<file path="src/design/slids_pkg.sv">
package slids_pkg;

   localparam int CAPACITY_DEF = 16;

   localparam int TYPE_W  = 2;
   localparam int VALUE_W = 32;
   localparam int STAT_W  = 2;
   localparam int INDEX_W = 4;
   localparam int COUNT_W = 5;

   // request codes
   localparam logic [TYPE_W-1:0] REQ_INSERT = 2'd0;
   localparam logic [TYPE_W-1:0] REQ_DELETE = 2'd1;
   localparam logic [TYPE_W-1:0] REQ_SEARCH = 2'd2;

   // status codes
   localparam logic [STAT_W-1:0] ST_OK        = 2'd0;
   localparam logic [STAT_W-1:0] ST_NOT_FOUND = 2'd1;
   localparam logic [STAT_W-1:0] ST_FULL      = 2'd2;
   localparam logic [STAT_W-1:0] ST_EMPTY     = 2'd3;

   typedef struct packed {
      logic capture;   // latch request word
      logic compare;   // register per-cell compare vectors
      logic apply;     // load result word
      logic write;     // shift cells and update count
   } slids_cmd_type;

   typedef struct packed {
      logic is_insert;
      logic is_delete;
      logic full;
      logic hit;
   } slids_stat_type;

endpackage

</file>
<file path="src/design/slids_req_if.sv">
interface slids_req_if;
   logic                                   valid;
   logic                                   ready;
   logic        [slids_pkg::TYPE_W-1:0]    req_type;
   logic signed [slids_pkg::VALUE_W-1:0]   value;

   modport source (output valid, output req_type, output value, input ready);
   modport sink   (input valid, input req_type, input value, output ready);
endinterface

</file>
<file path="src/design/slids_rsp_if.sv">
interface slids_rsp_if;
   logic                             valid;
   logic                             ready;
   logic [slids_pkg::STAT_W-1:0]     status;
   logic [slids_pkg::INDEX_W-1:0]    found_index;
   logic [slids_pkg::COUNT_W-1:0]    entry_count;

   modport source (output valid, output status, output found_index, output entry_count,
                   input ready);
   modport sink   (input valid, input status, input found_index, input entry_count,
                   output ready);
endinterface

</file>
<file path="src/design/slids_ctrl.sv">
module slids_ctrl (
   input  logic                      clock,
   input  logic                      reset,
   input  logic                      req_valid,
   output logic                      req_ready,
   output logic                      rsp_valid,
   input  logic                      rsp_ready,
   input  slids_pkg::slids_stat_type stat,
   output slids_pkg::slids_cmd_type  cmd
);

   typedef enum logic [2:0] {
      S_IDLE  = 3'b001,
      S_CMP   = 3'b010,
      S_APPLY = 3'b100
   } state_type;

   state_type state_ff, state_in;
   logic      rsp_valid_ff, rsp_valid_in;
   logic      out_free;

   assign out_free  = !rsp_valid_ff || rsp_ready;
   assign req_ready = (state_ff == S_IDLE);
   assign rsp_valid = rsp_valid_ff;

   always_comb begin
      state_in     = state_ff;
      cmd          = '0;
      rsp_valid_in = rsp_valid_ff && !rsp_ready;
      unique case (state_ff)
         S_IDLE: begin
            if (req_valid) begin
               cmd.capture = 1'b1;
               state_in    = S_CMP;
            end
         end
         S_CMP: begin
            cmd.compare = 1'b1;
            state_in    = S_APPLY;
         end
         S_APPLY: begin
            // wait for the result register to drain
            if (out_free) begin
               cmd.apply    = 1'b1;
               cmd.write    = (stat.is_insert && !stat.full) ||
                              (stat.is_delete && stat.hit);
               rsp_valid_in = 1'b1;
               state_in     = S_IDLE;
            end
         end
         default: state_in = S_IDLE;
      endcase
   end

   always_ff @(posedge clock) begin
      if (reset) begin
         state_ff     <= S_IDLE;
         rsp_valid_ff <= 1'b0;
      end else begin
         state_ff     <= state_in;
         rsp_valid_ff <= rsp_valid_in;
      end
   end

endmodule

</file>
<file path="src/design/slids_dp.sv">
module slids_dp #(
   parameter int CAPACITY = slids_pkg::CAPACITY_DEF
) (
   input  logic                                 clock,
   input  logic                                 reset,
   input  logic        [slids_pkg::TYPE_W-1:0]  req_type,
   input  logic signed [slids_pkg::VALUE_W-1:0] req_value,
   input  slids_pkg::slids_cmd_type             cmd,
   output slids_pkg::slids_stat_type            stat,
   output logic        [slids_pkg::STAT_W-1:0]  rsp_status,
   output logic        [slids_pkg::INDEX_W-1:0] rsp_found_index,
   output logic        [slids_pkg::COUNT_W-1:0] rsp_entry_count
);

   localparam int CNT_W = $clog2(CAPACITY + 1);
   localparam int IDX_W = $clog2(CAPACITY);

   logic        [slids_pkg::TYPE_W-1:0]  type_ff;
   logic signed [slids_pkg::VALUE_W-1:0] value_ff;
   logic signed [slids_pkg::VALUE_W-1:0] entry_ff [CAPACITY];
   logic signed [slids_pkg::VALUE_W-1:0] entry_in [CAPACITY];
   logic        [CNT_W-1:0]              count_ff, count_in;
   logic        [CAPACITY-1:0]           lt_ff, le_ff, eq_ff;
   logic        [CAPACITY-1:0]           lt_in, le_in, eq_in;
   logic        [CAPACITY-1:0]           first_hot;
   logic        [IDX_W-1:0]              hit_idx;
   logic        [slids_pkg::STAT_W-1:0]  status_ff, status_in;
   logic        [slids_pkg::INDEX_W-1:0] index_ff;
   logic        [slids_pkg::COUNT_W-1:0] ecount_ff;
   logic        [IDX_W+slids_pkg::INDEX_W-1:0] idx_wide;
   logic        [CNT_W+slids_pkg::COUNT_W-1:0] cnt_wide;
   logic                                 is_search, empty;

   // per-cell compare against the latched request value
   always_comb begin
      for (int i = 0; i < CAPACITY; i++) begin
         logic valid_c;
         valid_c  = (CNT_W'(i) < count_ff);
         lt_in[i] = valid_c && (entry_ff[i] <  value_ff);
         le_in[i] = valid_c && (entry_ff[i] <= value_ff);
         eq_in[i] = valid_c && (entry_ff[i] == value_ff);
      end
   end

   // lt is a prefix; first_hot marks the boundary cell
   always_comb begin
      hit_idx = '0;
      for (int i = 0; i < CAPACITY; i++) begin
         if (i == 0) first_hot[i] = !lt_ff[i];
         else        first_hot[i] = !lt_ff[i] && lt_ff[i-1];
         if (first_hot[i]) hit_idx = hit_idx | IDX_W'(i);
      end
   end

   assign stat.is_insert = (type_ff == slids_pkg::REQ_INSERT);
   assign stat.is_delete = (type_ff == slids_pkg::REQ_DELETE);
   assign stat.full      = (count_ff == CNT_W'(CAPACITY));
   assign stat.hit       = |eq_ff;
   assign is_search      = (type_ff == slids_pkg::REQ_SEARCH);
   assign empty          = (count_ff == '0);

   // cell shift network: insert opens a slot, delete closes one
   always_comb begin
      for (int i = 0; i < CAPACITY; i++) begin
         entry_in[i] = entry_ff[i];
         if (stat.is_insert) begin
            if (!le_ff[i]) begin
               if (i == 0)           entry_in[i] = value_ff;
               else if (le_ff[i-1])  entry_in[i] = value_ff;
               else                  entry_in[i] = entry_ff[i-1];
            end
         end else begin
            if (!lt_ff[i] && (i < CAPACITY - 1)) entry_in[i] = entry_ff[i+1];
         end
      end
   end

   always_comb begin
      count_in = count_ff;
      if (cmd.write) begin
         if (stat.is_insert) count_in = count_ff + CNT_W'(1);
         else                count_in = count_ff - CNT_W'(1);
      end
   end

   always_comb begin
      priority if (stat.is_insert) status_in = stat.full ? slids_pkg::ST_FULL : slids_pkg::ST_OK;
      else if (stat.is_delete) begin
         if (empty)          status_in = slids_pkg::ST_EMPTY;
         else if (stat.hit)  status_in = slids_pkg::ST_OK;
         else                status_in = slids_pkg::ST_NOT_FOUND;
      end else if (is_search) begin
         status_in = stat.hit ? slids_pkg::ST_OK : slids_pkg::ST_NOT_FOUND;
      end else               status_in = slids_pkg::ST_OK;
   end

   assign idx_wide = ((stat.is_delete || is_search) && stat.hit) ?
                     (IDX_W+slids_pkg::INDEX_W)'(hit_idx) : '0;
   assign cnt_wide = (CNT_W+slids_pkg::COUNT_W)'(count_in);

   always_ff @(posedge clock) begin
      if (reset) begin
         count_ff <= '0;
      end else begin
         count_ff <= count_in;
      end
   end

   always_ff @(posedge clock) begin
      if (cmd.capture) begin
         type_ff  <= req_type;
         value_ff <= req_value;
      end
      if (cmd.compare) begin
         lt_ff <= lt_in;
         le_ff <= le_in;
         eq_ff <= eq_in;
      end
      if (cmd.write) begin
         for (int i = 0; i < CAPACITY; i++) entry_ff[i] <= entry_in[i];
      end
      if (cmd.apply) begin
         status_ff <= status_in;
         index_ff  <= idx_wide[slids_pkg::INDEX_W-1:0];
         ecount_ff <= cnt_wide[slids_pkg::COUNT_W-1:0];
      end
   end

   assign rsp_status      = status_ff;
   assign rsp_found_index = index_ff;
   assign rsp_entry_count = ecount_ff;

endmodule

</file>
<file path="src/design/sorted_list_insert_delete_search.sv">
// Channel   Port       Dir  Word
// --------  ---------  ---  -------------------------------------------
// request   req_chan   in   req_type (insert/delete/search), value
// response  rsp_chan   out  status, found_index, entry_count
//
// Each word passes through latch, parallel compare in every cell, then
// shift/update and load of the response register; one request is in
// flight at a time.
// Reset clears the count, sequencer state and response valid; cell contents stay undefined until written.
// A stalled response holds the block in its update step; the next request
// may still be taken while the last response waits.
module sorted_list_insert_delete_search #(
   parameter int CAPACITY = slids_pkg::CAPACITY_DEF
) (
   input  logic        clock,
   input  logic        reset,
   slids_req_if.sink   req_chan,
   slids_rsp_if.source rsp_chan
);

   slids_pkg::slids_cmd_type  cmd;   // controller -> datapath
   slids_pkg::slids_stat_type stat;  // datapath -> controller

   // sequencer: latch / compare / apply, owns both handshakes
   slids_ctrl u_ctrl (
      .clock     (clock),
      .reset     (reset),
      .req_valid (req_chan.valid),
      .req_ready (req_chan.ready),
      .rsp_valid (rsp_chan.valid),
      .rsp_ready (rsp_chan.ready),
      .stat      (stat),
      .cmd       (cmd)
   );

   // row of sorted cells, count, result register
   slids_dp #(.CAPACITY(CAPACITY)) u_dp (
      .clock           (clock),
      .reset           (reset),
      .req_type        (req_chan.req_type),
      .req_value       (req_chan.value),
      .cmd             (cmd),
      .stat            (stat),
      .rsp_status      (rsp_chan.status),
      .rsp_found_index (rsp_chan.found_index),
      .rsp_entry_count (rsp_chan.entry_count)
   );

endmodule

</file>
<file path="src/flat_wrapper.sv">
// flat-port wrapper written by rule: the top's interface ports become plain ports
module sorted_list_insert_delete_search_flat 
#(
   parameter int CAPACITY = slids_pkg::CAPACITY_DEF
)
  (clock, reset, req_chan_valid, req_chan_req_type, req_chan_value, req_chan_ready, rsp_chan_valid, rsp_chan_status, rsp_chan_found_index, rsp_chan_entry_count, rsp_chan_ready);
  slids_req_if req_chan_i ();
  slids_rsp_if rsp_chan_i ();
  input  logic clock;
  input  logic reset;
  input wire logic [$bits(req_chan_i.valid)-1:0] req_chan_valid;
  input wire logic [$bits(req_chan_i.req_type)-1:0] req_chan_req_type;
  input wire logic [$bits(req_chan_i.value)-1:0] req_chan_value;
  output wire logic [$bits(req_chan_i.ready)-1:0] req_chan_ready;
  output wire logic [$bits(rsp_chan_i.valid)-1:0] rsp_chan_valid;
  output wire logic [$bits(rsp_chan_i.status)-1:0] rsp_chan_status;
  output wire logic [$bits(rsp_chan_i.found_index)-1:0] rsp_chan_found_index;
  output wire logic [$bits(rsp_chan_i.entry_count)-1:0] rsp_chan_entry_count;
  input wire logic [$bits(rsp_chan_i.ready)-1:0] rsp_chan_ready;
  assign req_chan_i.valid = req_chan_valid;
  assign req_chan_i.req_type = req_chan_req_type;
  assign req_chan_i.value = req_chan_value;
  assign req_chan_ready = req_chan_i.ready;
  assign rsp_chan_valid = rsp_chan_i.valid;
  assign rsp_chan_status = rsp_chan_i.status;
  assign rsp_chan_found_index = rsp_chan_i.found_index;
  assign rsp_chan_entry_count = rsp_chan_i.entry_count;
  assign rsp_chan_i.ready = rsp_chan_ready;
  sorted_list_insert_delete_search #(.CAPACITY(CAPACITY)) u_core (.clock(clock), .reset(reset), .req_chan(req_chan_i), .rsp_chan(rsp_chan_i));
endmodule
</file>
<file path="config.mk">
export PLATFORM = sky130hd
export DESIGN_NAME = sorted_list_insert_delete_search_flat
export DESIGN_NICKNAME = d
export VERILOG_FILES = /design/src/design/slids_pkg.sv /design/src/design/slids_req_if.sv /design/src/design/slids_rsp_if.sv /design/src/design/slids_ctrl.sv /design/src/design/slids_dp.sv /design/src/design/sorted_list_insert_delete_search.sv /design/src/flat_wrapper.sv
export SDC_FILE = /design/constraint.sdc
export NUM_CORES = 2
export LEC_CHECK = 0
export BUFFER_PORTS_ARGS = -buffer_cell sky130_fd_sc_hd__buf_2
export CORE_ASPECT_RATIO = 0.5
export CORE_MARGIN = 3
export CORE_UTILIZATION = 51
export CTS_CLUSTER_SIZE = 10
export DETAILED_ROUTE_END_ITERATION = 16
export GPL_ROUTABILITY_DRIVEN = 0
export PLACE_DENSITY = 0.78
export REMOVE_ABC_BUFFERS = 1
export SLEW_MARGIN = 25
export SYNTH_ARGS = -nofsm -noshare
export SYNTH_HDL_FRONTEND = slang
export SYNTH_SLANG_ARGS = --single-unit
</file>
<file path="constraint.sdc">
create_clock -name clock -period 7.5 [get_ports clock]
set_input_delay 1.5 -clock clock [delete_from_list [all_inputs] [get_ports clock]]
set_output_delay 1.5 -clock clock [all_outputs]
set_load 0.05 [all_outputs]
</file>
Yosys cells after proc, flatten, opt, wreduce, memory -nomap -nowiden
Memory sizes are Yosys's and may differ from the RTL's.
Index checks and enable logic that the tools add are counted.
{ "classes": {"mux": 97, "add_sub_neg": 2, "order_cmp": 48, "n_eq_ne": 24, "n_reduce_logical": 92} }
{ "op_table": {"columns": ["operator", "count"], "rows": [
  ["32-bit 2-to-1 mux", 62],
  ["32-bit == test", 16],
  ["32-bit less-or-equal comparator", 16],
  ["32-bit less-than comparator", 16],
  ["1-bit logical AND", 67],
  ["4-bit by 5-bit less-than comparator with 1-bit output (first input constant)", 8],
  ["4-bit 2-to-1 mux", 8],
  ["3-bit by 5-bit less-than comparator with 1-bit output (first input constant)", 4],
  ["1-bit logical NOT", 18],
  ["2-bit 2-to-1 mux", 9],
  ["3-bit 2-to-1 mux", 6],
  ["16-bit OR reduction", 1],
  ["1-bit by 5-bit less-than comparator with 1-bit output (first input constant)", 2],
  ["2-bit by 5-bit less-than comparator with 1-bit output (first input constant)", 2],
  ["5-bit 2-to-1 mux", 2],
  ["1-bit 2-to-1 mux", 9],
  ["3-bit one-hot mux with 3 select lines", 1],
  ["5-bit by 1-bit adder with 5-bit output (second input constant)", 1],
  ["5-bit == test (second input constant)", 1],
  ["5-bit logical NOT", 1],
  ["5-bit by 1-bit subtractor with 5-bit output (second input constant)", 1],
  ["2-bit inequality test (second input constant)", 2],
  ["3-bit by 1-bit == test with 1-bit output (second input constant)", 1],
  ["3-bit by 2-bit == test with 1-bit output (second input constant)", 1],
  ["6 further kinds", 8]
]} }
{ "word_totals": {"regBits": 102, "output_inout_bits": 13, "memories": 1, "input_bits": 38, "wordCells": 275, "mem_bits_rw": 512} }
{ "mem_list": {"columns": ["name", "depth", "width", "rd", "rd_clocked_by_memory_dff", "write_ports", "line_no", "text"], "rows": [
  ["u_core.u_dp.entry_ff", 16, 32, 16, 0, 16, "slids_dp.sv:20", "logic signed [slids_pkg::VALUE_W-1:0] entry_ff [CAPACITY];"]
]} }

Depth between registers and ports, before layout
{ "logic_depth": {"word_depth": 17, "ltp_mapped": 10, "depth_no_buf": 8} }

Modules after synthesis
Synthesis repeated with hierarchy kept, for this count alone.
{ "hier_totals": {"hier_cells": 3883, "area_unflattened_um2": 40930.5} }
{ "modules_own_cells": {"columns": ["mod", "seq_area_each_um2", "cells_per_inst", "area_per_inst_um2", "n_inst"], "rows": [
  ["slids_dp", 18267.5, 3858, 40724.1, 1],
  ["slids_ctrl", 80.1, 25, 206.4, 1]
]} }

Worst setup path after synthesis
OpenSTA, ideal clock, no wires.
{ "synth_path": {"path_kind": "input-to-reg", "startpoint": "input port rsp_chan_ready", "endpoint": "memory u_core.u_dp.entry_ff[0][128] (netlist bit), enable pin", "setup_time_ns": 0.470, "path_slack_ns": 2.292, "t_required_ns": 7.030, "arrival_time_ns": 4.738, "path_stages": 6, "path_buffers": 2, "cell_sequence": "nand2b_1 and2b_2 o21ai_2 buf_6 buf_6 a211oi_1"} }
{ "synth_lines": {"columns": ["item", "line_no", "text"], "rows": [
  ["start, declared", "flat_wrapper.sv:19", "input wire logic [$bits(rsp_chan_i.ready)-1:0] rsp_chan_ready;"],
  ["end, declared", "slids_dp.sv:20", null]
]} }

==> out/qor.yml <==
sta:
  min_period_ns: 3.86
  max_freq_ghz: 0.259
  rsz0062_at_grt: "false"
  fin_setup_tns_ns: 0
  setup_viol_count_final: 0
  hold_viol: 0
  whs_ns: 0.523
  period_share_pct: 51.5
  slew_violations: 0
  slew_headroom_pct: 31.6
  finClkSkew_ns: 0.0332
  tightest_slew_ns: 1.03
  fin_ws_ns: 3.64
detailed_routing:
  drt_iter0_markers: 3573
  drtAntennaViolNets: 0
  vias_per_cell: 6.57
  routed_wirelength_um: 114000
  avgRoutedWirePerCell_um: 23.3
  firstDrtPassIters: 6
  drc: 0
  vias: 32200
clocking:
  cts.sinks: 614
  cts_resized: 0
  clock_latency_ns: 0.63
  ctsHoldBuffers: 0
  cts-root-buf: "clkbuf_16"
  cts_inserted_buffers: 71
  htreeDepth: 3
  post_cts_buffers: 0
  cts.path.max_buffers: 3
  tritoncts: "done"
  cts.reportedPaths.clkPinSlew_ns: 0.06
yosys:
  ys_seq_area_share_pct: 44.9
  synth_area_um2: 40900
  ys_types: 64
  synth_edf_count: 605
  syn-instance-count: 3891
  synth_seq_cells: 614
  yosys_most_used_dff: "edfxtp_1"
  synthArstFlopShare_pct: 0
  syn_area_per_cell_um2: 10.5
  ys_warn_count: 0
floorplan:
  die_area_um2: 83800
  row_count: 72
  die-height_um: 206
  core_area_um2: 78300
  ios: 51
  initial_core_util_pct: 52.2
  die_w_um: 406
global_route:
  grt_usage_pct: 26.5
  grt_pass1_vias: 31200
  gr-total-overflow: 0
  grt_pass1_wl_um: 175000
  antenna_found_initial: 3
  grt_max_degree: 300
power:
  comb_power_share_pct: 10.5
  p_sw_share_pct: 25.3
  pwr-share-seq_pct: 48.9
  pwr-share-clk_pct: 40.6
  ir_worst_vdd_v: 0.000130
  internal_power_uw: 5850
  power.leakage_uw: 0.0166
  p_switching_uw: 1980
  power-per-cell-area_nw_per_um2: 177
outcome:
  outcome: "finished, final reports clean"
setup_path:
  cp-end-kind: "flop"
  max_stage_delay_ns: 0.80
  cp.required_ns: 7.86
  r2r_start: "u_core.u_dp.type_ff[1]"
  slowest_stage: "buf_4"
  cp.depth: 6
  path_cells: "inv_1 > ha_4 > buf_4 > buf_12 > buf_16 > mux2_2"
  crit_type: "reg2reg"
  reg2reg_depth: 6
  cp.arrival_ns: 4.22
  crit_fanout: 147
  path_delay_family: "buffers and inverters"
  cp_num_buf_inv: 4
  start_kind: "flop"
  startpoint: "u_core.u_dp.type_ff[1]"
cells_and_area:
  stdcell_count: 4900
  final_cell_mix: "a21oi_1, edfxtp_1, ha_1, nor2_1, mux2i_1"
  final_common_cell: "a21oi_1"
  fin_util_pct: 56.5
  area_growth_pct: 8.23
  drive_gt1_share_pct: 7.51
  finalNetCount: 4397
placement:
  post-place-ws_ns: 3.50
  placedCellCount: 4802
  port_buffers: 50
  hpwl_um: 82800
min_path:
  min-delay-start: "u_core.u_ctrl.state_ff[0]"
  min_path_cells: 1
  min_path_type: "reg2reg"
job:
  maxCapViolCount: 0
==> metrics by stage <==
step,cell area (um^2),power [uW]
6_report,44200,7820
5_1_grt,44200,8050
4_1_cts,44200,7820
3_5_place_dp,42200,4690
3_3_place_gp,42200,4640
2_1_floorplan,40000,4580
==> power groups by stage <==
stage | clock, uW | combinational, uW | sequential [uW]
floorplan | 0 | 676 | 3910
global placement | 0 | 747 | 3900
detailed placement | 0 | 790 | 3900
CTS | 3200 | 796 | 3820
global route | 3330 | 902 | 3830
finish | 3180 | 819 | 3830
==> cells by family after synthesis <==
family | share of synthesized area, %
AO/OA/AOI/OAI | 12.3
XOR/XNOR | 0.107
adder cells (fa/ha/maj) | 15.9
buffers and inverters | 3.09
flip-flops | 44.9
multiplexers | 12.7
AND/OR/NAND/NOR | 11.0
==> Yosys cell counts (25+ instances only) <==
cell	instances	area share, %
mux2_2	62	1.7
nor3_1	25	0.31
nand3_1	57	0.70
nor2_1	513	4.7
ha_1	518	16
o21ai_0	76	0.93
nand2_1	159	1.5
inv_1	88	0.81
a21oi_1	686	8.4
o211ai_1	31	0.57
mux2i_1	449	11
nor4_1	27	0.41
a211oi_1	32	0.59
edfxtp_1	605	44
clkbuf_1	216	2.0
a21o_1	26	0.48
nor2b_1	27	0.41
nand4_1	103	1.6
==> layout make-up <==
cell class                      count  area, um^2
Antenna cell                        1        2.50
Clock buffer                       90        1890
Clock inverter                      5        65.1
Fill cell                        6308       34000
Inverter                           89         337
Multi-Input combinational cell   2949       21500
Sequential cell                   614       18300
Tap cell                         1036        1300
Timing Repair Buffer              116         811
==> worst reg2reg max path, delay by kind of cell, from the launching register on <==
kind | cells | cell delay, ns
mux | 1 | 0.45
flops | 1 | 0.41
fa+ha+maj | 1 | 0.76
buf+inv | 4 | 1.98
==> registers in the layout, summed over array words and instances, names as in the netlist <==
register	flops
u_core.u_dp.rsp_entry_count	5
u_core.u_dp.value_ff	32
u_core.u_dp.type_ff	2
u_core.u_dp.count_ff	5
u_core.u_dp.entry_ff	512
u_core.u_dp.le_ff	16
u_core.u_ctrl.state_ff	3
u_core.u_dp.eq_ff	16
u_core.u_dp.rsp_found_index	4
u_core.u_dp.lt_ff	16
u_core.u_dp.rsp_status	2
u_core.u_ctrl.rsp_valid	1
==> path summary, 6_finish.rpt <==
check / end / slack [ns]
min: u_core.u_ctrl.state_ff[2] / 0.52
max: u_core.u_dp.entry_ff[0][25] / 3.64
max reg2reg: u_core.u_dp.entry_ff[0][25] / 3.64
min reg2reg: u_core.u_ctrl.state_ff[2] / 0.52
==> per-layer routing <==
metal / share of wire, % / wire length, um / track usage (%)
met4: 2.9 / 3290 / 8.59
met3: 10 / 11500 / 5.12
met2: 45 / 50900 / 41.3
met5: 0.011 / 13 / 0
met1: 42 / 48300 / 37.4
Power figures use the tool's default switching activity.
